--- config.mk ---
export PLATFORM = sky130hd
export DESIGN_NAME = svpwm_sine
export DESIGN_NICKNAME = d
export VERILOG_FILES = /design/src/design/svpwm_pkg.sv /design/src/design/svpwm_sine.sv
export SDC_FILE = /design/constraint.sdc
export NUM_CORES = 1
export LEC_CHECK = 0
export BUFFER_PORTS_ARGS = -buffer_cell sky130_fd_sc_hd__buf_2
export CORE_UTILIZATION = 30
export CTS_BUF_LIST = sky130_fd_sc_hd__clkbuf_4 sky130_fd_sc_hd__clkbuf_8
export DETAILED_ROUTE_END_ITERATION = 8
export HOLD_SLACK_MARGIN = 0.06
export PLACE_DENSITY = 0.43
export SLEW_MARGIN = 20
export SYNTH_ARGS = -nofsm -noshare
export SYNTH_HDL_FRONTEND = slang
export SYNTH_SLANG_ARGS = --single-unit
--- constraint.sdc ---
create_clock -name clock -period 20.8 [get_ports clock]
set_input_delay 2.08 -clock clock [delete_from_list [all_inputs] [get_ports clock]]
set_output_delay 2.08 -clock clock [all_outputs]
set_load 0.02 [all_outputs]
--- src/design/svpwm_pkg.sv ---
// ----------------------------------------------------------------------------
// svpwm_pkg
// Shared types, constants and the sine table of the SVPWM duty generator.
// ----------------------------------------------------------------------------
package svpwm_pkg;

   localparam int SineTableDepth = 1024;

   // angle formats, Q16.16 and Q30
   localparam longint SectorQ16 = 68629;
   localparam longint TurnQ16   = 6 * SectorQ16;
   localparam longint TurnQ30   = 64'sd6746518852;
   localparam longint OneQ30    = 64'sd1 << 30;

   // angle wrap: shift to a positive value, then reciprocal multiply
   localparam longint TurnOffset  = ((64'sd1 << 31) + TurnQ16 - 1) / TurnQ16 * TurnQ16;
   localparam int     OffsetW     = 33;
   localparam int     ModPreShift = 13;
   localparam int     ModShift    = 24;
   localparam int     ModInW      = OffsetW - ModPreShift;
   localparam longint ModRecip    = (64'sd1 << (ModPreShift + ModShift)) / TurnQ16;
   localparam int     ModRecipW   = $clog2(ModRecip + 1);
   localparam int     QuotW       = 14;
   localparam int     RemRawW     = 20;
   localparam int     AngleW      = 19;
   localparam int     SubAngleW   = 17;
   localparam int     SectorW     = 3;

   // sine table index and lookup
   localparam int     SineEntries = int'(SectorQ16 * SineTableDepth / TurnQ16) + 1;
   localparam int     IdxW        = $clog2(SineEntries);
   localparam int     IdxShift    = 32;
   localparam longint IdxRecip    = (longint'(SineTableDepth) << IdxShift) / TurnQ16;
   localparam int     IdxRecipW   = $clog2(IdxRecip + 1);
   localparam int     IdxProdW    = SubAngleW + IdxRecipW;
   localparam int     IdxMulW     = SubAngleW + $clog2(SineTableDepth) + 1;
   localparam int     SineW       = 15;

   // configuration
   localparam int SupplyW     = 15;
   localparam int LimitW      = 15;
   localparam int PeriodW     = 16;
   localparam int CsrDataW    = 16;
   localparam int VoltW       = 16;
   localparam int ProdW       = 32;
   localparam int DivSteps    = PeriodW;
   localparam int NumW        = SupplyW + DivSteps;

   localparam logic [SupplyW-1:0] SupplyReset = 15'd3072;
   localparam logic [LimitW-1:0]  LimitReset  = 15'd3072;
   localparam logic [PeriodW-1:0] PeriodReset = 16'd3599;

   // pipeline stage numbers
   localparam int StageAngle = 5;
   localparam int StageSine  = StageAngle + 3;
   localparam int StageProd  = StageSine + 1;
   localparam int StageSel   = StageProd + 1;
   localparam int StageLast  = StageSel + 2 + DivSteps;

   typedef enum logic [1:0] {
      CSR_SUPPLY_VOLTAGE = 2'd0,
      CSR_VOLTAGE_LIMIT  = 2'd1,
      CSR_PWM_PERIOD     = 2'd2,
      CSR_RESERVED       = 2'd3
   } csr_index_type;

   typedef struct packed {
      logic [SectorW-1:0]   sector;
      logic [SubAngleW-1:0] t1;
      logic [SubAngleW-1:0] t2;
   } angle_type;

   typedef struct packed {
      logic [PeriodW-1:0] compare_a;
      logic [PeriodW-1:0] compare_b;
      logic [PeriodW-1:0] compare_c;
      logic [SectorW-1:0] sector_number;
      logic               voltage_clamped;
   } result_type;

   typedef logic [SineW-1:0] sine_rom_type [SineEntries];

   function automatic sine_rom_type build_sine_rom();
      sine_rom_type rom;
      longint x;
      longint x2;
      longint term;
      longint sum;
      for (int k = 0; k < SineEntries; k++) begin
         x    = (longint'(k) * TurnQ30) / SineTableDepth;
         x2   = (x * x) >> 30;
         sum  = x;
         term = ((x * x2) >> 30) / 6;
         sum  = sum - term;
         term = ((term * x2) >> 30) / 20;
         sum  = sum + term;
         term = ((term * x2) >> 30) / 42;
         sum  = sum - term;
         term = ((term * x2) >> 30) / 72;
         sum  = sum + term;
         if (sum < 0) begin
            sum = 0;
         end
         rom[k] = SineW'((sum * 32767 + OneQ30 / 2) / OneQ30);
      end
      return rom;
   endfunction

   localparam sine_rom_type SineRom = build_sine_rom();

endpackage

--- src/design/svpwm_sine.sv ---
// ----------------------------------------------------------------------------
// svpwm_sine
// Three-stage sine lookup: table index by reciprocal, correction, table read.
// ----------------------------------------------------------------------------
module svpwm_sine import svpwm_pkg::*; (
   input  logic                 clock,
   input  logic                 adv,
   input  logic [SubAngleW-1:0] sub_angle,
   output logic [SineW-1:0]     sine
);

   logic [IdxProdW-1:0]  est_prod;
   logic [IdxW-1:0]      est_ff;
   logic [SubAngleW-1:0] sub_ff;
   logic [IdxMulW-1:0]   lhs;
   logic [IdxMulW-1:0]   rhs;
   logic [IdxW-1:0]      idx_ff;
   logic [SineW-1:0]     sine_ff;

   assign est_prod = IdxProdW'(sub_angle) * IdxProdW'(IdxRecip);
   assign lhs      = IdxMulW'(sub_ff) * IdxMulW'(SineTableDepth);
   assign rhs      = (IdxMulW'(est_ff) + IdxMulW'(1)) * IdxMulW'(TurnQ16);

   always_ff @(posedge clock) begin
      if (adv) begin
         est_ff  <= est_prod[IdxShift +: IdxW];
         sub_ff  <= sub_angle;
         idx_ff  <= (lhs >= rhs) ? est_ff + IdxW'(1) : est_ff;
         sine_ff <= SineRom[idx_ff];
      end
   end

   assign sine = sine_ff;

endmodule

==> impl_metrics.csv <==
group,metric,value,unit
outcome,status,"finished, final reports clean",
clock_tree,clkSinkCount,48,
placed_design,hpwl,30.5,mm
global_routing,grt_usage,17.5,%
timing,fmax,120,MHz
setup_path,crit_fanout,9,
synthesis,yosysMostFrequentCell,"inv_1",
clock_tree,clk_latency,0.34,ns
floorplan,start_util,30.6,%
setup_path,startpoint,"est_ff[0]",
synthesis,async_reset_ff_share,0,%
synthesis,seq_area_frac_synth,10.9,%
synthesis,yosys_warnings,0,
timing,fin_worst_skew,0.0158,ns
synthesis,synth_area_leader_cell,"ha_1",
finish,drive_above_1_share,5.44,%
clock_tree,ctsHoldBuffers,0,
route,vias_per_cell,5.03,
synthesis,synthFlopType,"edfxtp_1",
setup_path,cp_data_required_time,20.91,ns
global_routing,antenna_found_initial,0,
setup_path,reg2reg_depth,28,
timing,finalCritPeriodShare,40.0,%
route,detail-route-antenna-nets,0,
floorplan,dieArea,45000,um2
setup_path,slowest_stage,"edfxtp_1",
clock_tree,cts-buffers-inserted,5,
clock_tree,clk_path_buf_depth,2,
synthesis,netlist-cell-type-count,70,
setup_path,r2r_slack,12.47,ns
placed_design,gp_congestion,0.874,
setup_path,endpoint,"idx_ff[1]",
clock_tree,cts_tree,"yes",
timing,relSlewSlack,40.7,%
route,totalWireLength,37.8,mm
global_routing,grt_pass1_vias,10400,
clock_tree,htreeDepth,2,
finish,n_antenna_cell,0,
setup_path,endpoint_kind,"register",
setup_path,crit_path_max_incr_delay,0.67,ns
route,avgRoutedWirePerCell,18.4,um
route,drtIter0Drc,945,
setup_path,cp_common_cell,"fa_1",
synthesis,ys_ff_latch,48,
timing,finalHoldViolCount,0,
finish,final_nets,1904,
finish,final_cell_area,14100,um2
synthesis,synth.top_cell.area_share,24.4,%
worst_hold_path,hp-class,"register to register",
setup_path,cp.arrival,8.44,ns
finish,nFillCells,4571,
placed_design,dpl_cell_area,14000,um2
synthesis,synth_edf_count,48,
synthesis,synthCells,1481,
clock_tree,clock-root-buffer,"clkbuf_8",
placed_design,io_buffers,33,
floorplan,chipWidth,212,um
run,drv_cap,0,
global_routing,grt_max_degree,77,
clock_tree,cts_resized,0,
timing,setup_viol,0,
setup_path,reg2reg_to,"idx_ff[1]",
synthesis,syn_area_per_cell,8.93,um2
floorplan,io_pins,34,
timing,grt_setup_unrepaired,"false",
synthesis,synth_commonest_cells,"inv_1 (281), ha_1 (258), fa_1 (158)",
timing,worst_pin_slew,0.888,ns
floorplan,dieHeight,212,um
clock_tree,path_clk_slew,0.11,ns
synthesis,synthTopCellsByArea,"ha_1 (24%), fa_1 (24%), edfxtp_1 (11%)",
synthesis,syn-cell-area,13200,um2
global_routing,grt_pass1_wl,60.7,mm
setup_path,criticalPathCategory,"register to register",
route,drc,0,
clock_tree,cts_setup_buffers,0,
synthesis,syn-num-nets,1916,
timing,whs,0.733,ns
route,firstDrtPassIters,5,
timing,finalMaxSlewViolations,0,
floorplan,rows,76,
setup_path,timing.rr.start,"est_ff[0]",
finish,synthToLayoutAreaGrowth,6.19,%
global_routing,grt_overflow,0,
finish,final_core_util,32.5,%
route,via_count,10300,
timing,setup_tns,0,ns
floorplan,coreArea,43300,um2
setup_path,cp-start-kind,"register",
timing,layout_min_cycle_time,8.33,ns
-- cells by family after synthesis --
group | count (synthesis) | share of synthesized area [%]
flip-flops | 48 | 10.9
buffers and inverters | 345 | 9.86
multiplexers | 10 | 1.23
AO/OA/AOI/OAI | 347 | 16.9
XOR/XNOR | 50 | 3.31
AND/OR/NAND/NOR | 265 | 9.50
adder cells (fa/ha/maj) | 416 | 48.3
-- registers in the layout, indices dropped and copies added, names as in the netlist --
signal,flops
sine,15
sub_ff,17
est_ff,8
idx_ff,8
-- metal layers --
metal / share of wire, % / GRT usage, %
met1: 49 / 26.4
met2: 46 / 27.7
met3: 4.0 / 1.30
met4: 0.94 / 2.70
met5: 0 / 0
-- per-stage QoR --
step                cells  setup slack, ns
floorplan            1481            13.35
global placement     2047            12.46
detailed placement   2047            12.44
CTS                  2055            12.40
global route         2055            11.89
finish               2055            12.47
-- worst max-delay path, delay by kind of cell, from the launching register on --
family	cells	cell delay, ns
AOI/OAI and AO/OA	10	1.86
xor gates and xnor gates	2	0.63
adders and majority gates	6	2.78
buffers and inverters	3	0.37
DFF	1	0.67
muxes	2	0.59
and+or+nand+nor	5	1.20
-- cell usage in the layout (no fill, tap or decap), types with 17 or more instances in the layout --
master,count
a211oi_1,35
xnor2_1,33
a21oi_1,79
nor2_1,71
nand3_1,27
ha_1,258
inv_1,281
nor3_1,19
o21ai_0,89
fa_1,158
a21o_1,28
nand2_1,80
edfxtp_1,48
a31oi_1,18
o211ai_1,18
xor2_1,17
buf_2,33
-- worst min path at each step --
stage,slack (ns),cells past startpoint,to,from
after floorplan,0.58,1,idx_ff[7],est_ff[7]
after global placement,0.70,1,idx_ff[3],est_ff[3]
after detailed placement,0.71,1,idx_ff[3],est_ff[3]
after CTS,0.73,1,idx_ff[4],est_ff[4]
after global routing,0.76,1,idx_ff[7],est_ff[7]
final,0.73,1,idx_ff[6],est_ff[6]
-- layout make-up --
| cell class | count | area, um2 | share of cell area [%] |
|---|---|---|---|
| Inverter | 282 | 1060 | 7.53 |
| Timing Repair Buffer | 44 | 248 | 1.76 |
| Sequential cell | 48 | 1440 | 10.3 |
| Tap cell | 585 | 732 | 5.21 |
| Multi-Input combinational cell | 1088 | 10500 | 74.6 |
| Clock inverter | 3 | 17.5 | 0.125 |
| Clock buffer | 5 | 68.8 | 0.490 |
Power is left out: the tool's default activity adds up to more than one toggle a clock period on the data nets, which glitch-free logic cannot reach.
