`config.mk`:
```
export PLATFORM = sky130hd
export DESIGN_NAME = svpwm_phase
export DESIGN_NICKNAME = d
export VERILOG_FILES = /design/src/design/svpwm_pkg.sv /design/src/design/svpwm_phase.sv
export SDC_FILE = /design/constraint.sdc
export NUM_CORES = 2
export LEC_CHECK = 0
export ABC_AREA = 1
export CAP_MARGIN = 10
export CORE_ASPECT_RATIO = 1.5
export CORE_MARGIN = 1.5
export CORE_UTILIZATION = 62
export CTS_CLUSTER_DIAMETER = 30
export DETAILED_ROUTE_END_ITERATION = 12
export DONT_BUFFER_PORTS = 1
export GPL_TIMING_DRIVEN = 0
export PLACE_DENSITY = 0.78
export SYNTH_ARGS = -nofsm -noshare
export SYNTH_HDL_FRONTEND = slang
export SYNTH_SLANG_ARGS = --single-unit
export TNS_END_PERCENT = 10
```
`constraint.sdc`:
```
create_clock -name clock -period 6.8 [get_ports clock]
set_clock_uncertainty 0.05 [all_clocks]
set_input_delay 1.02 -clock clock [delete_from_list [all_inputs] [get_ports clock]]
set_output_delay 1.02 -clock clock [all_outputs]
set_load 0.005 [all_outputs]
```
`src/design/svpwm_pkg.sv`:
```
// ----------------------------------------------------------------------------
// svpwm_pkg
// Shared types, constants and the sine table of the SVPWM duty generator.
// ----------------------------------------------------------------------------
package svpwm_pkg;

   localparam int SineTableDepth = 1024;

   // angle formats, Q16.16 and Q30
   localparam longint SectorQ16 = 68629;
   localparam longint TurnQ16   = 6 * SectorQ16;
   localparam longint TurnQ30   = 64'sd6746518852;
   localparam longint OneQ30    = 64'sd1 << 30;

   // angle wrap: shift to a positive value, then reciprocal multiply
   localparam longint TurnOffset  = ((64'sd1 << 31) + TurnQ16 - 1) / TurnQ16 * TurnQ16;
   localparam int     OffsetW     = 33;
   localparam int     ModPreShift = 13;
   localparam int     ModShift    = 24;
   localparam int     ModInW      = OffsetW - ModPreShift;
   localparam longint ModRecip    = (64'sd1 << (ModPreShift + ModShift)) / TurnQ16;
   localparam int     ModRecipW   = $clog2(ModRecip + 1);
   localparam int     QuotW       = 14;
   localparam int     RemRawW     = 20;
   localparam int     AngleW      = 19;
   localparam int     SubAngleW   = 17;
   localparam int     SectorW     = 3;

   // sine table index and lookup
   localparam int     SineEntries = int'(SectorQ16 * SineTableDepth / TurnQ16) + 1;
   localparam int     IdxW        = $clog2(SineEntries);
   localparam int     IdxShift    = 32;
   localparam longint IdxRecip    = (longint'(SineTableDepth) << IdxShift) / TurnQ16;
   localparam int     IdxRecipW   = $clog2(IdxRecip + 1);
   localparam int     IdxProdW    = SubAngleW + IdxRecipW;
   localparam int     IdxMulW     = SubAngleW + $clog2(SineTableDepth) + 1;
   localparam int     SineW       = 15;

   // configuration
   localparam int SupplyW     = 15;
   localparam int LimitW      = 15;
   localparam int PeriodW     = 16;
   localparam int CsrDataW    = 16;
   localparam int VoltW       = 16;
   localparam int ProdW       = 32;
   localparam int DivSteps    = PeriodW;
   localparam int NumW        = SupplyW + DivSteps;

   localparam logic [SupplyW-1:0] SupplyReset = 15'd3072;
   localparam logic [LimitW-1:0]  LimitReset  = 15'd3072;
   localparam logic [PeriodW-1:0] PeriodReset = 16'd3599;

   // pipeline stage numbers
   localparam int StageAngle = 5;
   localparam int StageSine  = StageAngle + 3;
   localparam int StageProd  = StageSine + 1;
   localparam int StageSel   = StageProd + 1;
   localparam int StageLast  = StageSel + 2 + DivSteps;

   typedef enum logic [1:0] {
      CSR_SUPPLY_VOLTAGE = 2'd0,
      CSR_VOLTAGE_LIMIT  = 2'd1,
      CSR_PWM_PERIOD     = 2'd2,
      CSR_RESERVED       = 2'd3
   } csr_index_type;

   typedef struct packed {
      logic [SectorW-1:0]   sector;
      logic [SubAngleW-1:0] t1;
      logic [SubAngleW-1:0] t2;
   } angle_type;

   typedef struct packed {
      logic [PeriodW-1:0] compare_a;
      logic [PeriodW-1:0] compare_b;
      logic [PeriodW-1:0] compare_c;
      logic [SectorW-1:0] sector_number;
      logic               voltage_clamped;
   } result_type;

   typedef logic [SineW-1:0] sine_rom_type [SineEntries];

   function automatic sine_rom_type build_sine_rom();
      sine_rom_type rom;
      longint x;
      longint x2;
      longint term;
      longint sum;
      for (int k = 0; k < SineEntries; k++) begin
         x    = (longint'(k) * TurnQ30) / SineTableDepth;
         x2   = (x * x) >> 30;
         sum  = x;
         term = ((x * x2) >> 30) / 6;
         sum  = sum - term;
         term = ((term * x2) >> 30) / 20;
         sum  = sum + term;
         term = ((term * x2) >> 30) / 42;
         sum  = sum - term;
         term = ((term * x2) >> 30) / 72;
         sum  = sum + term;
         if (sum < 0) begin
            sum = 0;
         end
         rom[k] = SineW'((sum * 32767 + OneQ30 / 2) / OneQ30);
      end
      return rom;
   endfunction

   localparam sine_rom_type SineRom = build_sine_rom();

endpackage

```
`src/design/svpwm_phase.sv`:
```
// ----------------------------------------------------------------------------
// svpwm_phase
// One phase lane: duty numerator, saturation flags, period scaling and a
// pipelined restoring divide by the supply voltage.
// ----------------------------------------------------------------------------
module svpwm_phase import svpwm_pkg::*; (
   input  logic                     clock,
   input  logic                     adv,
   input  logic signed [ProdW-1:0]  numer,
   input  logic [SupplyW-1:0]       divisor,
   input  logic [PeriodW-1:0]       period,
   output logic [PeriodW-1:0]       compare
);

   logic signed [ProdW:0]   half;
   logic signed [ProdW:0]   sum_in;
   logic [ProdW-2:0]        sum_ff;
   logic                    lo_ff;
   logic                    hi_ff;
   logic [ProdW-1+PeriodW-1:0] scaled;
   logic [NumW-1:0]         num_ff;
   logic                    lo2_ff;
   logic                    hi2_ff;

   logic [SupplyW-1:0]  rem_src [DivSteps];
   logic [DivSteps-1:0] low_src [DivSteps];
   logic [DivSteps-1:0] quo_src [DivSteps];
   logic [DivSteps-1:0] lo_src;
   logic [DivSteps-1:0] hi_src;
   logic [SupplyW:0]    trial   [DivSteps];
   logic [SupplyW-1:0]  rem_in  [DivSteps];
   logic [DivSteps-1:0] quo_in  [DivSteps];
   logic [SupplyW-1:0]  rem_ff  [DivSteps];
   logic [DivSteps-1:0] low_ff  [DivSteps];
   logic [DivSteps-1:0] quo_ff  [DivSteps];
   logic [DivSteps-1:0] lo_ff_q;
   logic [DivSteps-1:0] hi_ff_q;

   assign half   = $signed({3'b000, divisor, 15'b0});
   assign sum_in = $signed({numer[ProdW-1], numer}) + half;
   assign scaled = (ProdW + PeriodW - 1)'(sum_ff) * (ProdW + PeriodW - 1)'(period);

   always_comb begin
      rem_src[0] = num_ff[NumW-1:DivSteps];
      low_src[0] = num_ff[DivSteps-1:0];
      quo_src[0] = '0;
      lo_src[0]  = lo2_ff;
      hi_src[0]  = hi2_ff;
      for (int j = 1; j < DivSteps; j++) begin
         rem_src[j] = rem_ff[j-1];
         low_src[j] = low_ff[j-1];
         quo_src[j] = quo_ff[j-1];
         lo_src[j]  = lo_ff_q[j-1];
         hi_src[j]  = hi_ff_q[j-1];
      end
      for (int j = 0; j < DivSteps; j++) begin
         trial[j]  = {rem_src[j], low_src[j][DivSteps-1-j]};
         quo_in[j] = quo_src[j];
         if (trial[j] >= {1'b0, divisor}) begin
            rem_in[j]                 = SupplyW'(trial[j] - {1'b0, divisor});
            quo_in[j][DivSteps-1-j]   = 1'b1;
         end else begin
            rem_in[j] = trial[j][SupplyW-1:0];
         end
      end
   end

   always_ff @(posedge clock) begin
      if (adv) begin
         sum_ff <= sum_in[ProdW-2:0];
         lo_ff  <= sum_in[ProdW] || (sum_in == '0);
         hi_ff  <= $signed({numer[ProdW-1], numer}) >= half;
         num_ff <= scaled[ProdW-1+PeriodW-1:PeriodW];
         lo2_ff <= lo_ff;
         hi2_ff <= hi_ff;
         for (int j = 0; j < DivSteps; j++) begin
            rem_ff[j]  <= rem_in[j];
            low_ff[j]  <= low_src[j];
            quo_ff[j]  <= quo_in[j];
            lo_ff_q[j] <= lo_src[j];
            hi_ff_q[j] <= hi_src[j];
         end
      end
   end

   assign compare = hi_ff_q[DivSteps-1] ? period
                  : (lo_ff_q[DivSteps-1] ? '0 : quo_ff[DivSteps-1]);

endmodule

```
==> metrics.md <==
| Metric | Value |
|---|---|
| FMAX | `150 MHz` |
| Die X | `236 µm` |
| Yosys top cell area share | `34.4%` |
| Post-route cell area | `55,300 µm²` |
| Total GRT Usage | `36.6%` |
| Area leader, netlist | `edfxtp_1` |
| Main synth FF type | `edfxtp_1` |
| Critical path's top delay family | `adder cells` |
| Final setup violation count | `0` |
| Final weighted congestion in routability-driven placement | `1.04` |
| Post-cts hold buffer count | `0` |
| Critical Path Fanout Max | `10` |
| Cell row count | `128` |
| Worst hold path class | `flop to flop` |
| Clk slew on worst S/H paths | `50 ps` |
| Vias in the first global route | `41,000` |
| Initial Util | `62.4%` |
| Register area | `17,400 µm²` |
| YS warnings | `0` |
| RSZ-0062 raised after global routing | `yes` |
| Yosys reg bits | `579` |
| WP data required | `7190 ps` |
| CP bufs+invs | `5` |
| Ports | `81` |
| Via count | `39,500` |
| Starting DRC count in detailed routing | `2,608` |
| Post-DP HPWL | `113,000 µm` |
| Crit-path cells | `clkbuf_2 > nand2_1 > fa_1 > inv_1 > fa_1 > ha_1 > fa_1 > fa_1 > inv_1 > fa_1 > inv_1 > ha_1 > nand2_1 > nor2_1 > inv_1 > o21bai_1 > a21oi_1 > nand2_1 > nand2_1 > nand3_1 > nand2_1` |
| Clock Latency Late Sink | `690 ps` |
| Clk sinks | `579` |
| Dpl cells | `6,728` |
| Post-synth cell types | `51` |
| Setup TNS | `0 ps` |
| Slowest stage cell, crit path | `fa_1` |
| Core area | `81,000 µm²` |
| Number of port buffers | `0` |
| Post-Syn Area | `50,500 µm²` |
| CP Launch Type | `flop` |
| Die height | `353 µm` |
| Number of hold violations in the final report | `0` |
| Layout cells sized above 1 | `7.67%` |
| Multi-input logic area | `28,000 µm²` |
| Wire per inst | `21.6 µm` |
| Critical path class | `flop to flop` |
| Initial antenna violation count | `7` |
| Sequential share of the synthesized area | `34.4%` |
| CP arrival | `7050 ps` |
| Area contributors post-synth | `edfxtp_1, fa_1, nand2_1` |
| Relative slew margins | `6.23%` |
| Final cycle utilization of the critical path | `97.9%` |
| Least-Margin Pin Slew | `1410 ps` |
| Max Cap Viol | `0` |
| Slowest Stage Delay on Critical Path | `790 ps` |
| Status | `completed` |
| WL final | `149,000 µm` |
| DRC | `0` |
| Mean Syn Cell Area | `8.89 µm²` |
| Global-route wire length before repair | `227,000 µm` |
| Clock buffer count from CTS | `95` |
| Pins Over Slew Limit | `0` |
| Final nets | `6,645` |
| Number of synthesized flops with an enable pin | `579` |
| Grt ovf | `0` |
| Largest net degree at the start of global routing | `580` |
| Die Area | `83,300 µm²` |
| CP endpoint kind | `flop` |
| Fillers | `6,552` |
| Post-DRT Antenna Nets | `0` |
| Fin cells | `6,897` |
| CTS tree | `done` |
| Pre-Repair DR Iteration Count | `8` |
| Root Buffer Master | `clkbuf_16` |
| H-tree Lvls | `3` |
| Clock Tree Buf Depth | `3` |
| Syn Nets | `6,554` |
| Vias per cell | `5.73` |
| Min Tclk post-route | `6660 ps` |
| Asr flop ratio synth | `0%` |
| Post-DP Area | `51,900 µm²` |
| Area delta synth->final | `9.40%` |
| Post-synthesis cell count | `5,684` |
## worst paths after layout
check                             from              endpoint  slack (ps)  cells past startpoint
setup / recovery   sum_ff[3]$_DFFE_PP_  num_ff[22]$_DFFE_PP_         140                     21
hold / removal    hi_ff_q[8]$_DFFE_PP_  hi_ff_q[9]$_DFFE_PP_         350                      0
hold reg to reg   hi_ff_q[8]$_DFFE_PP_  hi_ff_q[9]$_DFFE_PP_         350                      0
setup reg to reg   sum_ff[3]$_DFFE_PP_  num_ff[22]$_DFFE_PP_         140                     21
## final cells by class
| cell class | instances | area share, % |
|---|---|---|
| Inverter | 1153 | 7.83 |
| Tap cell | 1040 | 2.35 |
| Multi-Input combinational cell | 3807 | 50.7 |
| Sequential cell | 579 | 31.4 |
| Clock buffer | 99 | 4.33 |
| Buffer | 119 | 1.40 |
| Antenna cell | 5 | 0.0226 |
| Timing Repair Buffer | 20 | 0.389 |
| Clock inverter | 75 | 1.52 |
## per-layer routing
| metal | routed length, µm | vias up | part of all wire [%] | GRT usage (%) |
|---|---|---|---|---|
| li1 | - | 18300 | - | - |
| met3 | 10300 | 745 | 6.9 | 7.80 |
| met1 | 48200 | 18800 | 32 | 36.3 |
| met5 | 91 | - | 0.061 | 0 |
| met4 | 16500 | 12 | 11 | 33.7 |
| met2 | 73600 | 1647 | 50 | 63.7 |
## cells in the mapped netlist (12+ instances only)
cell	number
xnor2_1	51
edfxtp_1	579
buf_6	26
fa_1	419
o21ai_2	67
ha_1	386
clkbuf_1	110
o21bai_1	15
a21oi_1	261
a21o_1	41
xor2_1	134
a21boi_0	12
o21ai_0	132
o31ai_1	16
nand4_1	61
nand3_1	164
nand2_1	1359
o21ai_1	117
o21a_1	23
nand2_2	16
nor4_1	24
a21oi_2	27
nor3_1	32
nand3_4	12
nor2_1	353
or2_2	15
inv_1	1142
## state kept, by name, indices dropped and copies added (netlist names)
name and count:
hi_ff_q 16, quo_ff 136, lo_ff 1, rem_ff 225
lo2_ff 1, lo_ff_q 16, hi2_ff 1, low_ff 120
sum_ff 31, num_ff 31, hi_ff 1
## kinds of logic (layout without fill, tap and decap cells)
logic type | count (synthesis) | count (layout) | share of synthesized area (%)
compound gates | 733 | 733 | 8.58
xor+xnor | 185 | 185 | 3.21
fa+ha+maj | 805 | 805 | 26.2
buf+inv | 1298 | 1466 | 10.1
flops | 579 | 579 | 34.4
other cells | 0 | 5 | 0
simple gates | 2084 | 2084 | 17.5
## repair_timing
item,in CTS,in global routing
hold endpoints to repair,0,0
gates resized for setup,27,54
setup buffers,0,16
endpoints found under the setup margin,29,30
## per-stage QoR
step                      utilization, %  hold slack [ps]  worst slack, ps
after floorplan                        -              350              604
after global placement              64.0              351             -531
after detailed placement            64.1              355             -548
after CTS                           68.1              324             1.12
after global routing                68.2              338            -33.2
final                               68.2              351              143
## cells in the final DEF, fill, tap and decap left out, types with 26 or more instances in the layout
cell / synthesis / final
a21o_1: 41 / 41
a21oi_1: 261 / 261
a21oi_2: 27 / 27
buf_6: 26 / 26
clkbuf_1: 110 / 50
clkbuf_16: 0 / 95
edfxtp_1: 579 / 579
fa_1: 419 / 416
ha_1: 386 / 386
inv_1: 1142 / 1137
nand2_1: 1359 / 1359
nand3_1: 164 / 164
nand4_1: 61 / 61
nor2_1: 353 / 353
nor3_1: 32 / 32
o21ai_0: 132 / 132
o21ai_1: 117 / 117
o21ai_2: 67 / 67
xnor2_1: 51 / 51
xor2_1: 134 / 134
Power is not shown: default switching activity piles up to over one toggle a cycle in this logic, so the estimate is an artifact.
