**config.mk**
```make
export PLATFORM = sky130hd
export DESIGN_NAME = svpwm_angle
export DESIGN_NICKNAME = d
export VERILOG_FILES = /design/src/design/svpwm_pkg.sv /design/src/design/svpwm_angle.sv
export SDC_FILE = /design/constraint.sdc
export NUM_CORES = 1
export LEC_CHECK = 0
export CORE_MARGIN = 2
export CORE_UTILIZATION = 44
export DETAILED_ROUTE_END_ITERATION = 8
export DONT_BUFFER_PORTS = 1
export GPL_TIMING_DRIVEN = 0
export SYNTH_ARGS = -nofsm -noshare
export SYNTH_HDL_FRONTEND = slang
export SYNTH_SLANG_ARGS = --single-unit
```
**constraint.sdc**
```tcl
create_clock -name clock -period 7.24 [get_ports clock]
set_input_delay 0.362 -clock clock [delete_from_list [all_inputs] [get_ports clock]]
set_output_delay 0.362 -clock clock [all_outputs]
set_load 0.03 [all_outputs]
```
**src/design/svpwm_pkg.sv**
```systemverilog
// ----------------------------------------------------------------------------
// svpwm_pkg
// Shared types, constants and the sine table of the SVPWM duty generator.
// ----------------------------------------------------------------------------
package svpwm_pkg;

   localparam int SineTableDepth = 1024;

   // angle formats, Q16.16 and Q30
   localparam longint SectorQ16 = 68629;
   localparam longint TurnQ16   = 6 * SectorQ16;
   localparam longint TurnQ30   = 64'sd6746518852;
   localparam longint OneQ30    = 64'sd1 << 30;

   // angle wrap: shift to a positive value, then reciprocal multiply
   localparam longint TurnOffset  = ((64'sd1 << 31) + TurnQ16 - 1) / TurnQ16 * TurnQ16;
   localparam int     OffsetW     = 33;
   localparam int     ModPreShift = 13;
   localparam int     ModShift    = 24;
   localparam int     ModInW      = OffsetW - ModPreShift;
   localparam longint ModRecip    = (64'sd1 << (ModPreShift + ModShift)) / TurnQ16;
   localparam int     ModRecipW   = $clog2(ModRecip + 1);
   localparam int     QuotW       = 14;
   localparam int     RemRawW     = 20;
   localparam int     AngleW      = 19;
   localparam int     SubAngleW   = 17;
   localparam int     SectorW     = 3;

   // sine table index and lookup
   localparam int     SineEntries = int'(SectorQ16 * SineTableDepth / TurnQ16) + 1;
   localparam int     IdxW        = $clog2(SineEntries);
   localparam int     IdxShift    = 32;
   localparam longint IdxRecip    = (longint'(SineTableDepth) << IdxShift) / TurnQ16;
   localparam int     IdxRecipW   = $clog2(IdxRecip + 1);
   localparam int     IdxProdW    = SubAngleW + IdxRecipW;
   localparam int     IdxMulW     = SubAngleW + $clog2(SineTableDepth) + 1;
   localparam int     SineW       = 15;

   // configuration
   localparam int SupplyW     = 15;
   localparam int LimitW      = 15;
   localparam int PeriodW     = 16;
   localparam int CsrDataW    = 16;
   localparam int VoltW       = 16;
   localparam int ProdW       = 32;
   localparam int DivSteps    = PeriodW;
   localparam int NumW        = SupplyW + DivSteps;

   localparam logic [SupplyW-1:0] SupplyReset = 15'd3072;
   localparam logic [LimitW-1:0]  LimitReset  = 15'd3072;
   localparam logic [PeriodW-1:0] PeriodReset = 16'd3599;

   // pipeline stage numbers
   localparam int StageAngle = 5;
   localparam int StageSine  = StageAngle + 3;
   localparam int StageProd  = StageSine + 1;
   localparam int StageSel   = StageProd + 1;
   localparam int StageLast  = StageSel + 2 + DivSteps;

   typedef enum logic [1:0] {
      CSR_SUPPLY_VOLTAGE = 2'd0,
      CSR_VOLTAGE_LIMIT  = 2'd1,
      CSR_PWM_PERIOD     = 2'd2,
      CSR_RESERVED       = 2'd3
   } csr_index_type;

   typedef struct packed {
      logic [SectorW-1:0]   sector;
      logic [SubAngleW-1:0] t1;
      logic [SubAngleW-1:0] t2;
   } angle_type;

   typedef struct packed {
      logic [PeriodW-1:0] compare_a;
      logic [PeriodW-1:0] compare_b;
      logic [PeriodW-1:0] compare_c;
      logic [SectorW-1:0] sector_number;
      logic               voltage_clamped;
   } result_type;

   typedef logic [SineW-1:0] sine_rom_type [SineEntries];

   function automatic sine_rom_type build_sine_rom();
      sine_rom_type rom;
      longint x;
      longint x2;
      longint term;
      longint sum;
      for (int k = 0; k < SineEntries; k++) begin
         x    = (longint'(k) * TurnQ30) / SineTableDepth;
         x2   = (x * x) >> 30;
         sum  = x;
         term = ((x * x2) >> 30) / 6;
         sum  = sum - term;
         term = ((term * x2) >> 30) / 20;
         sum  = sum + term;
         term = ((term * x2) >> 30) / 42;
         sum  = sum - term;
         term = ((term * x2) >> 30) / 72;
         sum  = sum + term;
         if (sum < 0) begin
            sum = 0;
         end
         rom[k] = SineW'((sum * 32767 + OneQ30 / 2) / OneQ30);
      end
      return rom;
   endfunction

   localparam sine_rom_type SineRom = build_sine_rom();

endpackage

```
**src/design/svpwm_angle.sv**
```systemverilog
// ----------------------------------------------------------------------------
// svpwm_angle
// Five-stage angle wrap into one turn, sector split and sub-angles.
// ----------------------------------------------------------------------------
module svpwm_angle import svpwm_pkg::*; (
   input  logic               clock,
   input  logic               adv,
   input  logic signed [31:0] angle,
   output angle_type          angle_out
);

   logic [OffsetW-1:0]                 shifted_ff;
   logic [OffsetW-1:0]                 shifted2_ff;
   logic [QuotW-1:0]                   quot_ff;
   logic [ModInW+ModRecipW-1:0]        quot_prod;
   logic [OffsetW-1:0]                 rem_full;
   logic [RemRawW-1:0]                 rem_raw_ff;
   logic [AngleW-1:0]                  wrapped_ff;
   logic [AngleW-1:0]                  wrapped_in;
   logic [SectorW-1:0]                 sector_in;
   logic [AngleW-1:0]                  base_in;
   angle_type                          angle_ff;

   assign quot_prod = (ModInW + ModRecipW)'(shifted_ff[OffsetW-1:ModPreShift])
                      * (ModInW + ModRecipW)'(ModRecip);
   assign rem_full  = shifted2_ff - OffsetW'(quot_ff) * OffsetW'(TurnQ16);
   assign wrapped_in = (rem_raw_ff >= RemRawW'(TurnQ16))
                       ? AngleW'(rem_raw_ff - RemRawW'(TurnQ16))
                       : AngleW'(rem_raw_ff);

   always_comb begin
      sector_in = '0;
      base_in   = '0;
      for (int k = 1; k < 6; k++) begin
         if (wrapped_ff >= AngleW'(k * SectorQ16)) begin
            sector_in = SectorW'(k);
            base_in   = AngleW'(k * SectorQ16);
         end
      end
   end

   always_ff @(posedge clock) begin
      if (adv) begin
         shifted_ff      <= OffsetW'({angle[31], angle}) + OffsetW'(TurnOffset);
         shifted2_ff     <= shifted_ff;
         quot_ff         <= quot_prod[ModShift +: QuotW];
         rem_raw_ff      <= rem_full[RemRawW-1:0];
         wrapped_ff      <= wrapped_in;
         angle_ff.sector <= sector_in;
         angle_ff.t1     <= SubAngleW'(base_in + AngleW'(SectorQ16) - wrapped_ff);
         angle_ff.t2     <= SubAngleW'(wrapped_ff - base_in);
      end
   end

   assign angle_out = angle_ff;

endmodule

```
==> impl_metrics.env, run 1 <==
export IMPL_slew_at_the_pin_with_the_worst_max_slew_slack_ps=830
export IMPL_track_usage=0.173
export IMPL_die_height_um=192
export IMPL_totalNegativeSetupSlack_ps=0
export IMPL_grt_setup_unrepaired="no"
export IMPL_syn_nets=1847
export IMPL_worst_setup_hold_path_clk_slew_ps=70
export IMPL_timing_setup_critical_path_class="flip-flop to flip-flop"
export IMPL_most_common_cell_in_the_synthesized_netlist="ha_1"
export IMPL_synth_largest_type_area_fraction=0.274
export IMPL_cts_stage_hold_buffer_count=6
export IMPL_drt_iter0_markers=248
export IMPL_timing_final_crit_period_ps=6590
export IMPL_syn2layout_area_growth_pct=7.63
export IMPL_yosys_cell_types_count=67
export IMPL_number_of_failing_setup_endpoints_in_the_final_timing_report=0
export IMPL_post_place_ws_ps=630
export IMPL_critPathArrivalTime_ps=6780
export IMPL_htree_levels=4
export IMPL_critical_path_cell_chain="fa_1 -> inv_1 -> fa_1 -> fa_1 -> inv_1 -> fa_1 -> inv_1 -> fa_1 -> inv_1 -> fa_1 -> ha_1 -> or3_1 -> o31ai_1 -> xnor2_1 -> ha_1 -> nand3_1 -> nand2_1 -> a41o_1 -> o41ai_2 -> xnor2_1"
export IMPL_max_slew_margin_rel=0.447
export IMPL_chipWidth_um=192
export IMPL_post_synth_inst_count=1363
export IMPL_crit_path_end_kind="flip-flop"
export IMPL_drt_pass1_iterations=5
export IMPL_whs_path_depth=1
export IMPL_run_status="finished clean"
export IMPL_grt_max_degree=143
export IMPL_initial_core_util=0.449
export IMPL_finalWeightedCongestion=0.901
export IMPL_syn_area_um2=15500
export IMPL_cts_tree="built"
export IMPL_cts_num_sinks=142
export IMPL_drv_slew=0
export IMPL_async_flop_share=0
export IMPL_cp_slowest_stage_delay_ps=690
export IMPL_main_synth_ff_type="edfxtp_1"
export IMPL_synth_largest_area_cell="edfxtp_1"
export IMPL_startpoint_class="flip-flop"
export IMPL_antenna_found_initial=0
export IMPL_synth_edff_count=142
export IMPL_wire_length_of_the_first_global_routing_pass_mm=48.9
export IMPL_cts_inserted_buffers=17
export IMPL_post_route_cells_drive_above_1_share=0.0385
export IMPL_via_count_of_the_first_global_routing_pass=10100
export IMPL_post_dp_hpwl_mm=24.1
export IMPL_fillerInstances=3124
export IMPL_port_buffer_count=0
export IMPL_critical_path_buf_inv_count=4
export IMPL_achievable_frequency_mhz=152
export IMPL_final_core_util=0.483
export IMPL_yosysWarningCount=0
export IMPL_min_path_type="primary input to flip-flop"
export IMPL_route_detailed_drc=0
export IMPL_antenna_violating_nets_post_route=0
export IMPL_maxCapViolations=0
export IMPL_placementRows=68
export IMPL_synthesis_area_per_instance_um2=11.4
export IMPL_slowest_cell_on_the_critical_path="fa_1"
export IMPL_worst_path_stages=20
export IMPL_synth_top_cells_by_area="edfxtp_1, fa_1, ha_1, inv_1, xnor2_1"
export IMPL_ff2ff_path_depth=20
export IMPL_timing_final_crit_share=0.910
export IMPL_placed_area_um2=16100
export IMPL_clock_root_buffer="clkbuf_16"
export IMPL_clock_skew_ps=13.0
export IMPL_timing_critical_path_mode_cell="fa_1"
export IMPL_ctsResizeCount=0
export IMPL_route_detailed_vias_per_inst=5.02
export IMPL_worst_path_dominant_cell_family="adder cells"
export IMPL_nets_final=1872
export IMPL_reg2reg_setup_slack_ps=650
export IMPL_final_cell_area_um2=16700
export IMPL_required_ps=7420
export IMPL_synth_seq_area_share=0.274
export IMPL_routedWlPerCell_um=15.8
export IMPL_cts_post_setup_buffers_inserted=0
export IMPL_vias=9317
export IMPL_post_synth_most_frequent_cells="ha_1, inv_1, fa_1"
export IMPL_worst_slack_ps=649
export IMPL_antennaDiodeCount=0
export IMPL_ios=71
export IMPL_clockBufferDepth=2
export IMPL_die_area_um2=36800
export IMPL_routed_wirelength_mm=29.2
export IMPL_grt_overflow_total=0
export IMPL_insertion_delay_ps=440
export IMPL_area_of_the_core_um2=34600
export IMPL_ff_latch_count_synth=142
export IMPL_crit_path_max_fanout=5
export IMPL_final_hold_viol_count=0
==> routing by layer <==
| layer | track usage | up-vias | share of wire |
|---|---|---|---|
| met3 | 0.0274 | 44 | 0.024 |
| met2 | 0.331 | 145 | 0.54 |
| met5 | 0 | - | 0 |
| met1 | 0.190 | 4510 | 0.41 |
| li1 | - | 4618 | - |
| met4 | 0.0686 | 0 | 0.030 |
==> logic make-up after synthesis <==
| family | count (synthesis) | share of synthesized area |
|---|---|---|
| simple gates | 196 | 0.0620 |
| xor+xnor | 126 | 0.0715 |
| buf+inv | 272 | 0.0665 |
| compound gates | 175 | 0.0758 |
| mux | 2 | 0.00129 |
| flops | 142 | 0.274 |
| fa+ha+maj | 450 | 0.448 |
==> final cells by class <==
cell class	instances	area, um2	area share
Clock inverter	14	126	0.00756
Clock buffer	18	429	0.0257
Sequential cell	142	4260	0.255
Buffer	4	27.5	0.00165
Timing Repair Buffer	6	60.1	0.00359
Inverter	268	1010	0.0602
Tap cell	455	569	0.0340
Multi-Input combinational cell	949	10200	0.612
==> sequential cells by signal, indices dropped and copies added, names as in the netlist <==
signal / flops
quot_ff: 14
rem_raw_ff: 20
angle_out: 36
shifted_ff: 33
shifted2_ff: 20
wrapped_ff: 19
==> cells in the final DEF (no fill, tap or decap), types with 3 or more instances in the layout <==
master	instances
nor2_1	47
o211ai_1	4
nand3b_1	3
a21o_1	10
or4_1	3
clkinvlp_4	5
inv_8	4
o21ai_0	35
xor2_1	43
a31oi_1	5
or2_2	3
o21bai_1	6
ha_1	272
fa_1	178
nand2b_1	11
a211oi_1	6
and3_1	9
nand2_1	56
o31ai_1	7
o21ai_1	8
o41a_1	3
xnor2_1	82
nor3_1	16
o21a_1	9
nand3_1	18
a21boi_0	7
dlygate4sd3_1	6
a211o_1	3
clkbuf_16	17
or3_1	3
inv_6	3
edfxtp_1	142
nand4_1	8
a21oi_1	45
nor2b_1	9
inv_1	267
==> final timing paths <==
| kind | start | endpoint |
|---|---|---|
| max | quot_ff[8] | rem_raw_ff[18] |
| max reg2reg | quot_ff[8] | rem_raw_ff[18] |
| min | angle[6] | shifted_ff[6] |
| min reg2reg | rem_raw_ff[0] | wrapped_ff[0] |
==> metrics by stage <==
stage | hold WS, ps | std cells
global route | 26.7 | 1856
floorplan | 400 | 1363
finish | 53.0 | 1856
detailed placement | 405 | 1818
CTS | 31.7 | 1856
global placement | 403 | 1818
Power of run 1 is left out: the tool's default activity adds up to more than one toggle a clock period on the data nets, which glitch-free logic cannot reach.
==> inputs of run 2 (changes only) <==
- ABC_AREA: default -> 1
==> run 2 against run 1 <==
Clock skew fell by 0.78 ps. Maximum frequency decreased by 1.1%. Die area up 11%. Non-clock buffer count grew 1. Cell count up 30%. Synthesized cell count grew 36%. Area after synthesis increased by 11%. Sequential share of layout area shrank 2.6 points. Hold slack improved by 11 ps. Utilization decreased by 0.30 points. Clock-buffer cell count unchanged. Setup slack worse by 71 ps.
==> impl_metrics.env, run 2 <==
export IMPL_antenna_found_initial=0
export IMPL_synth_seq_area_share=0.247
export IMPL_ios=71
export IMPL_hold_slack_ps=64.1
export IMPL_final_cell_area_um2=18600
export IMPL_crit_path_end_kind="flip-flop"
export IMPL_grt_setup_unrepaired="no"
export IMPL_main_synth_ff_type="edfxtp_1"
export IMPL_timing_setup_critical_path_class="flip-flop to flip-flop"
export IMPL_max_slew_margin_rel=0.520
export IMPL_yosys_cell_types_count=43
export IMPL_clock_root_buffer="clkbuf_16"
export IMPL_required_ps=7440
export IMPL_htree_levels=4
export IMPL_most_common_cell_in_the_synthesized_netlist="inv_1"
export IMPL_timing_rr_start="quot_ff[8]"
export IMPL_async_flop_share=0
export IMPL_post_synth_inst_count=1852
export IMPL_placementRows=72
export IMPL_post_dp_hpwl_mm=32.3
export IMPL_ctsResizeCount=0
export IMPL_nets_final=2363
export IMPL_grt_max_degree=128
export IMPL_syn2layout_area_growth_pct=7.51
export IMPL_insertion_delay_ps=470
export IMPL_drt_pass1_iterations=5
export IMPL_drt_iter0_markers=573
export IMPL_route_detailed_drc=0
export IMPL_startpoint_class="flip-flop"
export IMPL_clockBufferDepth=2
export IMPL_hold_start="angle[6]"
export IMPL_via_count_of_the_first_global_routing_pass=12800
export IMPL_vias=12200
export IMPL_achievable_frequency_mhz=150
export IMPL_die_area_um2=40900
export IMPL_totalNegativeSetupSlack_ps=0
export IMPL_placed_area_um2=17900
export IMPL_syn_nets=2336
export IMPL_synth_edff_count=142
export IMPL_initial_core_util=0.446
export IMPL_timing_final_crit_share=0.920
export IMPL_port_buffer_count=0
export IMPL_ff_latch_count_synth=142
export IMPL_critPathArrivalTime_ps=6860
export IMPL_synth_top_cells_by_area="edfxtp_1, fa_1, ha_1, inv_1, nand2_1"
export IMPL_track_usage=0.198
export IMPL_area_of_the_core_um2=38700
export IMPL_min_path_type="primary input to flip-flop"
export IMPL_antennaDiodeCount=0
export IMPL_route_detailed_vias_per_inst=5.05
export IMPL_syn_area_um2=17300
export IMPL_setup_worst_path_start="quot_ff[8]"
export IMPL_wire_length_of_the_first_global_routing_pass_mm=63.4
export IMPL_timing_final_crit_period_ps=6660
export IMPL_drv_slew=0
export IMPL_clock_skew_ps=12.2
export IMPL_synthesis_area_per_instance_um2=9.34
export IMPL_final_hold_viol_count=0
export IMPL_antenna_violating_nets_post_route=0
export IMPL_cts_inserted_buffers=17
export IMPL_chipWidth_um=202
export IMPL_maxCapViolations=0
export IMPL_die_height_um=202
export IMPL_most_frequent_cells_in_the_layout="inv_1, nand2_1, ha_1"
export IMPL_cts_tree="built"
export IMPL_slew_at_the_pin_with_the_worst_max_slew_slack_ps=717
export IMPL_synth_largest_type_area_fraction=0.247
export IMPL_layout_cells_most_common="inv_1"
export IMPL_yosysWarningCount=0
export IMPL_cts_num_sinks=142
export IMPL_finalWeightedCongestion=0.911
export IMPL_run_status="finished clean"
export IMPL_worst_setup_hold_path_clk_slew_ps=70
export IMPL_post_synth_most_frequent_cells="inv_1, nand2_1, ha_1"
export IMPL_routedWlPerCell_um=15.9
export IMPL_crit_path_max_fanout=4
export IMPL_grt_overflow_total=0
export IMPL_post_route_cells_drive_above_1_share=0.0354
export IMPL_largest_register_ffs=36
export IMPL_routed_wirelength_mm=38.2
export IMPL_synth_largest_area_cell="edfxtp_1"
export IMPL_number_of_failing_setup_endpoints_in_the_final_timing_report=0
==> run 2: cell types whose count changed after synthesis, sizes merged, moves of 45 or more <==
cell | previous run | this run
nand2 | 56 | 295
xnor2 | 83 | 38
inv | 268 | 375
nor2 | 47 | 113
nand3 | 18 | 86
a21oi | 47 | 95
==> run 2: worst paths after layout <==
| kind | endpoint | slack (ps) | cells after the start |
|---|---|---|---|
| worst min-delay path | shifted_ff[6] | 60 | 1 |
| worst min register to register | shifted2_ff[1] | 420 | 0 |
| worst max-delay path | rem_raw_ff[19] | 580 | 25 |
| worst max register to register | rem_raw_ff[19] | 580 | 25 |
==> run 2: what timing repair did <==
| action | CTS | global route |
|---|---|---|
| endpoints found under the hold margin | 19 | 0 |
| hold buffers | 8 | 0 |
| buffers inserted | 0 | 0 |
==> run 2: per-layer routing <==
layer / track usage / part of all wire / vias up / wire length [um]
met2: 0.363 / 0.52 / 174 / 20100
met4: 0.0756 / 0.030 / 0 / 1160
li1: - / - / 6085 / -
met1: 0.231 / 0.42 / 5857 / 16100
met5: 0 / 0 / - / 0
met3: 0.0311 / 0.024 / 61 / 921
==> run 2: critical path, stage by stage, from the launching register on <==
cell and delay (ps):
edfxtp_1 530, fa_1 710, inv_1 90, fa_1 460, fa_1 510, inv_1 50
fa_1 520, inv_1 50, fa_1 520, inv_1 50, fa_1 450, ha_1 340
inv_1 90, nor4_1 380, nand3_1 120, nand2_1 100, xnor2_1 90, ha_1 350
inv_1 70, nor3_1 230, nand2_1 100, or2_2 300, nand3_1 90, inv_1 40
nand2_1 50, nand2_1 100
==> run 2: cell type report <==
type                            instances  area [um2]
Fill cell                            3664       20100
Multi-Input combinational cell       1331       11600
Sequential cell                       142        4260
Inverter                              376        1410
Tap cell                              518         648
Clock buffer                           18         429
Clock inverter                         14         141
Timing Repair Buffer                    8        80.1
Buffer                                  3        30.0
==> run 2: metrics by stage <==
step                worst slack (ps)   util  instances
floorplan                       1160      -       1852
global placement                 581  0.463       2370
detailed placement               574  0.463       2370
CTS                              573  0.480       2410
global route                     141  0.480       2410
finish                           578  0.480       2410
==> run 2: logic make-up after synthesis <==
| kind of cell | share of synthesized area |
|---|---|
| and+or+nand+nor | 0.139 |
| adders and majority gates | 0.403 |
| buffers and inverters | 0.0834 |
| AOI/OAI and AO/OA | 0.0673 |
| DFF | 0.247 |
| xor gates and xnor gates | 0.0613 |
Power of run 2 is left out for the same reason.
==> inputs of run 3 (changes only) <==
- CAP_MARGIN: default -> 40
- CTS_BUF_LIST: default -> sky130_fd_sc_hd__clkbuf_4 sky130_fd_sc_hd__clkbuf_8
==> run 3 against run 2 <==
Clock skew increased by 4.8 ps. Critical path depth did not move. Routed wire length grew 0.34%. Hold slack lost 23 ps. Clock-buffer cell count stayed put. Register-to-register slack better by 20 ps. First-iteration DRC count rose by 8.6%. Die area stayed put. Maximum frequency is 0.35% higher. Cell count rose by 0.83%. Global-route usage grew 0.13 points. Utilization grew 0.077 points. Critical path type unchanged. Largest cell class unchanged.
==> impl_metrics.env, run 3 (same netlist as run 2, synthesis figures left out) <==
export IMPL_run_status="finished clean"
export IMPL_critPathArrivalTime_ps=6920
export IMPL_hold_path_endpoint="shifted_ff[17]"
export IMPL_final_cell_area_um2=18600
export IMPL_syn2layout_area_growth_pct=7.68
export IMPL_drt_iter0_markers=622
export IMPL_final_hold_viol_count=0
export IMPL_initial_core_util=0.446
export IMPL_routedWlPerCell_um=15.8
export IMPL_achievable_frequency_mhz=151
export IMPL_route_detailed_vias_per_inst=5.04
export IMPL_clockBufferDepth=2
export IMPL_vias=12200
export IMPL_antenna_violating_nets_post_route=0
export IMPL_nets_final=2383
export IMPL_timing_final_crit_period_ps=6640
export IMPL_timing_rr_start="quot_ff[8]"
export IMPL_drt_pass1_iterations=5
export IMPL_startpoint_class="flip-flop"
export IMPL_crit_path_end_kind="flip-flop"
export IMPL_global_route_peak_usage_layer="met2"
export IMPL_placementRows=72
export IMPL_min_path_type="primary input to flip-flop"
export IMPL_timing_final_crit_share=0.917
export IMPL_grt_use_met2=0.363
export IMPL_via_count_of_the_first_global_routing_pass=12900
export IMPL_fillerInstances=3656
export IMPL_routed_wirelength_mm=38.4
export IMPL_clock_skew_ps=17.0
export IMPL_grt_overflow_total=0
export IMPL_ff2ff_path_depth=25
export IMPL_gr_usage_met1=0.232
export IMPL_slew_at_the_pin_with_the_worst_max_slew_slack_ps=794
export IMPL_r2r_end="rem_raw_ff[19]"
export IMPL_finalWeightedCongestion=0.911
export IMPL_die_height_um=202
export IMPL_number_of_failing_setup_endpoints_in_the_final_timing_report=0
export IMPL_worst_setup_hold_path_clk_slew_ps=90
export IMPL_totalNegativeSetupSlack_ps=0
export IMPL_clock_root_buffer="clkbuf_8"
export IMPL_global_route_usage_met3=0.0360
export IMPL_timing_setup_critical_path_class="flip-flop to flip-flop"
export IMPL_crit_path_max_fanout=4
export IMPL_cts_post_setup_buffers_inserted=0
export IMPL_antenna_found_initial=0
export IMPL_whs_path_depth=1
export IMPL_htree_levels=4
export IMPL_cts_num_sinks=142
export IMPL_maxCapViolations=0
export IMPL_most_frequent_cells_in_the_layout="inv_1, nand2_1, ha_1"
export IMPL_antennaDiodeCount=0
export IMPL_grt_max_degree=143
export IMPL_wire_length_of_the_first_global_routing_pass_mm=63.8
export IMPL_post_dp_hpwl_mm=32.3
export IMPL_cts_tree="built"
export IMPL_required_ps=7520
export IMPL_insertion_delay_ps=540
export IMPL_track_usage=0.199
export IMPL_die_area_um2=40900
export IMPL_chipWidth_um=202
export IMPL_port_buffer_count=0
export IMPL_layout_cells_most_common="inv_1"
export IMPL_post_route_cells_drive_above_1_share=0.0361
export IMPL_hold_start="angle[17]"
export IMPL_route_detailed_drc=0
export IMPL_max_slew_margin_rel=0.471
export IMPL_largest_register_ffs=36
export IMPL_placed_area_um2=17900
export IMPL_area_of_the_core_um2=38700
export IMPL_drv_slew=0
export IMPL_reg2reg_setup_slack_ps=600
export IMPL_grt_setup_unrepaired="no"
export IMPL_cts_inserted_buffers=17
export IMPL_ios=71
[run 3: changes by cell type in the layout (fill, tap and decap cells not counted), sizes merged]
cell	before	now
dlygate4sd3	8	27
buf	3	4
[run 3: how the worst max path moves through the flow]
stage / from / endpoint / depth (start not counted)
CTS: quot_ff[8] / rem_raw_ff[19] / 25
global route: quot_ff[8] / rem_raw_ff[19] / 25
global placement: quot_ff[8] / rem_raw_ff[19] / 25
floorplan: quot_ff[11] / rem_raw_ff[19] / 25
detailed placement: quot_ff[8] / rem_raw_ff[19] / 25
finish: quot_ff[8] / rem_raw_ff[19] / 25
[run 3: worst max-delay path, stage by stage, from the launching register on]
cell and delay, ps:
edfxtp_1 540, fa_1 710, inv_1 80, fa_1 460
fa_1 510, inv_1 50, fa_1 520, inv_1 50
fa_1 530, inv_1 50, fa_1 450, ha_1 340
inv_1 90, nor4_1 380, nand3_1 120, nand2_1 100
xnor2_1 90, ha_1 350, inv_1 70, nor3_1 230
nand2_1 100, or2_2 300, nand3_1 90, inv_1 40
nand2_1 50, nand2_1 90
[run 3: cell type report]
class | instances | area, um2 | area share
Multi-Input combinational cell | 1331 | 11600 | 0.622
Sequential cell | 142 | 4260 | 0.229
Inverter | 376 | 1410 | 0.0758
Tap cell | 518 | 648 | 0.0348
Timing Repair Buffer | 28 | 298 | 0.0160
Clock buffer | 18 | 241 | 0.0130
Clock inverter | 14 | 141 | 0.00759
Buffer | 3 | 30.0 | 0.00161
[run 3: repair_timing]
action | 4_1_cts | 5_1_grt
resized for setup | 0 | 0
hold endpoints to repair | 170 | 0
hold buffers | 28 | 0
[run 3: per-layer routing]
layer / up-vias / wire length (um)
li1: 6128 / -
met1: 5902 / 16200
met2: 155 / 20100
met3: 64 / 913
met4: 0 / 1170
met5: - / 0
[run 3: per-stage QoR]
stage / std cells / util / worst slack, ps / hold WS, ps
final: 2430 / 0.481 / 601 / 41.2
after global routing: 2430 / 0.481 / 142 / 7.12
after CTS: 2430 / 0.481 / 572 / 2.78
after detailed placement: 2370 / 0.463 / 574 / 410
after global placement: 2370 / 0.463 / 581 / 408
after floorplan: 1852 / - / 1160 / 400
Power of run 3 is left out for the same reason.
